--- src/bpi_wrap.sv ---
module bpi_wrap #(
	parameter int MAX_N = 256,
	parameter int XW = 16,
	localparam int PW = $clog2(MAX_N + 1),
	localparam int IW = $clog2(MAX_N)
) (
	input  logic                 clk,
	input  logic                 arst_n,
	input  logic                 start,
	input  logic signed [XW-1:0] base,
	input  logic [PW-1:0]        period,
	output logic                 done,
	output logic [IW-1:0]        idx [4]
);
	localparam int CNW = $clog2(XW);

	logic           busy_q;
	logic [CNW-1:0] cnt_q;
	logic [XW-2:0]  bits_q;
	logic [PW-1:0]  r_q;
	logic [PW:0]    dbl, red, per_ext, r_inc, n1, n1_inc, n2;
	logic [PW-1:0]  p1;

	// Remainder one bit per cycle from the top; the sign bit weighs -1.
	assign per_ext = {1'b0, period};
	assign dbl = {r_q, bits_q[XW-2]};
	assign red = (dbl >= per_ext) ? dbl - per_ext : dbl;

	always_ff @(posedge clk or negedge arst_n) begin
		if (!arst_n) begin
			busy_q <= 1'b0;
			cnt_q  <= '0;
		end else if (start) begin
			busy_q <= 1'b1;
			cnt_q  <= CNW'(XW - 1);
		end else if (busy_q) begin
			if (cnt_q != '0) begin
				cnt_q <= cnt_q - 1'b1;
			end else begin
				busy_q <= 1'b0;
			end
		end
	end

	always_ff @(posedge clk) begin
		if (start) begin
			bits_q <= base[XW-2:0];
			r_q    <= base[XW-1] ? period - PW'(1) : '0;
		end else if (busy_q && cnt_q != '0) begin
			bits_q <= {bits_q[XW-3:0], 1'b0};
			r_q    <= PW'(red);
		end
	end

	assign done = busy_q && (cnt_q == '0);

	assign p1     = (r_q == '0) ? period - PW'(1) : r_q - PW'(1);
	assign r_inc  = {1'b0, r_q} + (PW + 1)'(1);
	assign n1     = (r_inc >= per_ext) ? r_inc - per_ext : r_inc;
	assign n1_inc = n1 + (PW + 1)'(1);
	assign n2     = (n1_inc >= per_ext) ? n1_inc - per_ext : n1_inc;

	assign idx[0] = IW'(p1);
	assign idx[1] = IW'(r_q);
	assign idx[2] = IW'(n1);
	assign idx[3] = IW'(n2);
endmodule

--- config.mk ---
export PLATFORM = sky130hd
export DESIGN_NAME = bpi_wrap
export DESIGN_NICKNAME = d
export VERILOG_FILES = /design/src/bpi_wrap.sv
export SDC_FILE = /design/constraint.sdc
export NUM_CORES = 1
export LEC_CHECK = 0
export BUFFER_PORTS_ARGS = -buffer_cell sky130_fd_sc_hd__buf_2
export CAP_MARGIN = 40
export CORE_MARGIN = 2
export CORE_UTILIZATION = 53
export CTS_CLUSTER_SIZE = 25
export DETAILED_ROUTE_END_ITERATION = 8
export GPL_TIMING_DRIVEN = 0
export PLACE_DENSITY = 0.89
export SLEW_MARGIN = 10
export SYNTH_ARGS = -nofsm -noshare
export SYNTH_HDL_FRONTEND = slang
export SYNTH_SLANG_ARGS = --single-unit
--- constraint.sdc ---
create_clock -name clk -period 6.06 [get_ports clk]
set_input_delay 0.303 -clock clk [delete_from_list [all_inputs] [get_ports clk]]
set_output_delay 0.303 -clock clk [all_outputs]
set_load 0.05 [all_outputs]
# Word level (Yosys, flattened, before mapping)
# Index checks and enable logic that the tools add are counted.
# word_totals
elab_cells,39
register_bits,29
# classes
addsub,8
muxes,15
reduce_logical,9
order_cmp,3
# ops
op,n
$mux 9,4
$ge 10x9->1,3
$mux 15,2
$mux 8,2
$mux 4,3
$add 10x1->10 const B,1
$add 9x1->10 const B,1
$mux 10,1
$sub 10x9->10,1
$logic_not 9->1,1
$sub 9x1->9 const B,1
$sub 9x9->9,1
$sub 8x1->8 const B,1
$sub 8x8->8,1
$reduce_bool 2->1,3
$logic_not 4->1,1
$reduce_bool 4->1,1
$sub 4x1->4 const B,1
$mux 1,3
$logic_and 1x1->1,2
$reduce_and 2->1,1

# Longest topological paths before layout
# depth
word_depth,6
depth_mapped,28
ltp_nobuf,26

# Least setup slack after synthesis
# OpenSTA, ideal clock, no wires.
# synth_timing
path_type,register to output
from,register r_q[1]
to,output idx[7] in the netlist's numbering
path_slack_ns,-1.373
arrival_ns,7.130
path_stages_with_launch,28
path_buffers,2
required_time_ns,5.757
path_cell_list,edfxtp_1 ha_1 nand2_1 nor2_1 xnor2_1 inv_1 ha_1 a21o_1 a21oi_1 nor2b_2 nand2_4 buf_2 clkbuf_1 a21oi_1 ha_1 nor2_1 o211a_1 a211oi_1 inv_1 ha_1 nand2_1 a21o_1 a21oi_1 o31a_1 nor2_1 inv_1 nor4_1 a311oi_1
# synth_rtl
element,line_no,rtl
"start, declared",20,logic [PW-1:0] r_q;
"start signal, assigned",48,r_q <= base[XW-1] ? period - PW'(1) : '0;
"start signal, assigned",51,r_q <= PW'(red);
"end, declared",13,output logic [IW-1:0] idx [4]

==> impl_metrics.env <==
export IMPL_core_sq_um=7210
export IMPL_syn_inst=461
export IMPL_synth_top_area_share=0.184
export IMPL_yosysSeqAreaShare=0.216
export IMPL_fill_cells=512
export IMPL_synth_edf_count=24
export IMPL_hold_viol_final=0
export IMPL_grt_max_degree=17
export IMPL_syn_cell_area_sq_um=3920
export IMPL_die_area_sq_um=8090
export IMPL_clkTransAtPathRegs_ps=70
export IMPL_cpMostUsedCell="ha_4"
export IMPL_synth_fa_ha_area_frac=0.118
export IMPL_syn_nets=524
export IMPL_synthToLayoutAreaGrowth_pct=29.7
export IMPL_grt_ovfl_total=0
export IMPL_synth_avg_cell_area_sq_um=8.49
export IMPL_setup_slack_ps=114
export IMPL_wl_per_cell_um=18.2
export IMPL_synth_compound_area_share=0.204
export IMPL_max_stage_delay_ps=510
export IMPL_dpl_hpwl_um=8410
export IMPL_ys_ff_latch=29
export IMPL_htreeDepth=2
export IMPL_drive_gt1_frac=0.344
export IMPL_synth_cell_types=76
export IMPL_async_flop_share=0.172
export IMPL_timing_critical_path_cells="buf_6 > clkinvlp_4 > ha_4 > inv_1 > fa_1 > and2b_1 > o22a_2 > o21ai_4 > nand2_8 > mux2i_4 > ha_4 > nor2_1 > o211a_1 > a211oi_2 > inv_2 > ha_4 > nand2_1 > a21o_1 > a21oi_4 > o31ai_4 > nand3_1 > mux2_2 > nand3_1 > buf_2"
export IMPL_synth_area_leader_cell="edfxtp_1"
export IMPL_gp_congestion=0.916
export IMPL_cp_end_kind="primary output"
export IMPL_die_x_um=89.9
export IMPL_tightest_slew_ps=837
export IMPL_row_count=31
export IMPL_antenna_left=0
export IMPL_track_usage=0.273
export IMPL_crit_fanout=8
export IMPL_drv_slew=0
export IMPL_grt_pass1_vias=3968
export IMPL_viasPerCell=6.33
export IMPL_critPathKind="reg2out"
export IMPL_die_y_um=89.9
export IMPL_cp_arrival_ps=5640
export IMPL_clock_sinks=29
export IMPL_period_minus_slack_ps=5950
export IMPL_fin_crit_sh=0.981
export IMPL_grt_pass1_wl_um=18200
export IMPL_vias=4175
export IMPL_yosys_area_share_simple=0.202
export IMPL_synth_main_ff_cell="edfxtp_1"
export IMPL_critPathRequiredTime_ps=5760
export IMPL_io_pins=61
export IMPL_setup_viol=0
export IMPL_clockRootBuffer="clkbuf_8"
export IMPL_drt_first_iter_violations=258
export IMPL_hp_class="in2reg"
export IMPL_drc=0
export IMPL_synthMuxAreaShare=0.0828
export IMPL_antenna_found_initial=0
export IMPL_drt_pass1_iterations=7
export IMPL_cts_tree="done"
export IMPL_clock_skew_ps=13.7
export IMPL_synth_top_family_by_area="compound AO/OA/AOI/OAI gates"
export IMPL_cp_start_kind="register"
export IMPL_cts_buffers_inserted=5
export IMPL_port_buffers=60
export IMPL_slew_headroom=0.437
export IMPL_ys_top_cells_by_area="edfxtp_1 18%, ha_1 10%, xnor2_1 6.5%"
export IMPL_synthXorXnorAreaFrac=0.105
export IMPL_clock_latency_ps=290
export IMPL_initial_utilization=0.543
export IMPL_clockBufferDepth=2
export IMPL_critPathSlowestCell="o31ai_4"
export IMPL_status="complete, no violations"
export IMPL_max_clock_freq_mhz=168
export IMPL_drv_cap=0
export IMPL_antenna_cells=0
export IMPL_pre_cts_ws_ps=-640
export IMPL_ys_warn_count=0
export IMPL_fin_nets=623
export IMPL_wl_um=12000
==> logic make-up after synthesis <==
| group | after synthesis |
|---|---|
| AOI/OAI and AO/OA | 113 |
| buffers and inverters | 57 |
| DFF | 29 |
| and+or+nand+nor | 152 |
| xor gates and xnor gates | 46 |
| adders and majority gates | 35 |
| muxes | 29 |
==> placed cells by master (no fill, tap or decap), drive strengths merged, types with 4 or more instances in the layout <==
cell,synthesis,layout
o21ai,23,23
a31oi,5,5
clkbuf,5,11
a21o,5,5
o31ai,4,4
mux2i,12,12
and2,4,4
nor2,30,30
nand4,9,9
edfxtp,24,24
nor3,13,13
and3,4,4
nor2b,5,5
nor4,5,5
a21oi,27,27
nand2,46,46
dfrtp,5,5
nand3,16,16
o22ai,8,8
xnor2,29,29
mux2,17,17
inv,30,29
o2111ai,5,5
xor2,17,17
buf,22,113
a211oi,5,5
ha,32,32
nand2b,8,8
==> routing by layer <==
layer | up-vias | wire length, um | track usage
li1 | 1888 | - | -
met1 | 1936 | 4540 | 0.327
met2 | 294 | 5790 | 0.472
met3 | 57 | 1110 | 0.0402
met4 | 0 | 544 | 0.150
met5 | - | 0 | 0
==> cell usage after synthesis (14+ instances only) <==
cell type  number
a21oi_1        25
edfxtp_1       24
ha_1           32
inv_1          30
mux2_2         17
nand2_1        45
nand3_1        14
nor2_1         30
o21ai_0        21
xnor2_1        29
xor2_1         16
==> final cells by class <==
| cell class | instances | area, sq um | area share |
|---|---|---|---|
| well taps | 99 | 124 | 0.0244 |
| plain buffers | 26 | 196 | 0.0387 |
| repair buffers | 93 | 576 | 0.113 |
| multi-input cells | 375 | 3110 | 0.613 |
| inverters | 30 | 116 | 0.0229 |
| clock inverters | 2 | 35.0 | 0.00690 |
| flip-flops and latches | 29 | 846 | 0.167 |
| clock buffers | 6 | 72.6 | 0.0143 |
==> through the flow <==
stage / cell area (sq um) / instances / TNS (ps) / hold WS [ps] / util
after floorplan: 4030 / 461 / 0 / 7.41 / -
after global placement: 4460 / 620 / -2280 / 120 / 0.618
after detailed placement: 4470 / 621 / -3630 / 123 / 0.620
after CTS: 4840 / 643 / 0 / 312 / 0.671
after global routing: 5080 / 660 / -23.5 / 317 / 0.704
final: 5080 / 660 / 0 / 309 / 0.704
==> critical path: cells and delay by family (launching register included) <==
kind            cells  cell delay [ps]
compound gates      7             1600
fa+ha+maj           4             1180
buf+inv             5              730
simple gates        6              720
mux                 2              650
flops               1              440
==> state kept, by name (all words and copies together), names as in the netlist <==
name and flops:
bits_q 15, busy_q 1, cnt_q 4, r_q 9
==> what timing repair did <==
item                                    in CTS  in global routing
pin swaps                                    8                 15
buffers inserted                            14                 17
hold endpoints to repair                     5                  0
hold buffers                                 1                  0
resized for setup                           32                 23
endpoints found under the setup margin       8                  8
==> worst paths after layout <==
kind,start,end,slack [ps],cells past startpoint
max,r_q[0]$_DFFE_PP_,idx[1],110,24
min,base[10],bits_q[10]$_DFFE_PP_,310,2
max reg2reg,r_q[0]$_DFFE_PP_,r_q[4]$_DFFE_PP_,2790,13
min reg2reg,cnt_q[1]$_DFFE_PN0P_,cnt_q[1]$_DFFE_PN0P_,550,1
max in group asynchronous,arst_n,cnt_q[0]$_DFFE_PN0P_,5570,2
min in group asynchronous,arst_n,busy_q$_DFF_PN0_,350,2
Power is left out: the tool's default activity adds up to more than one toggle a clock period on the data nets, which glitch-free logic cannot reach.
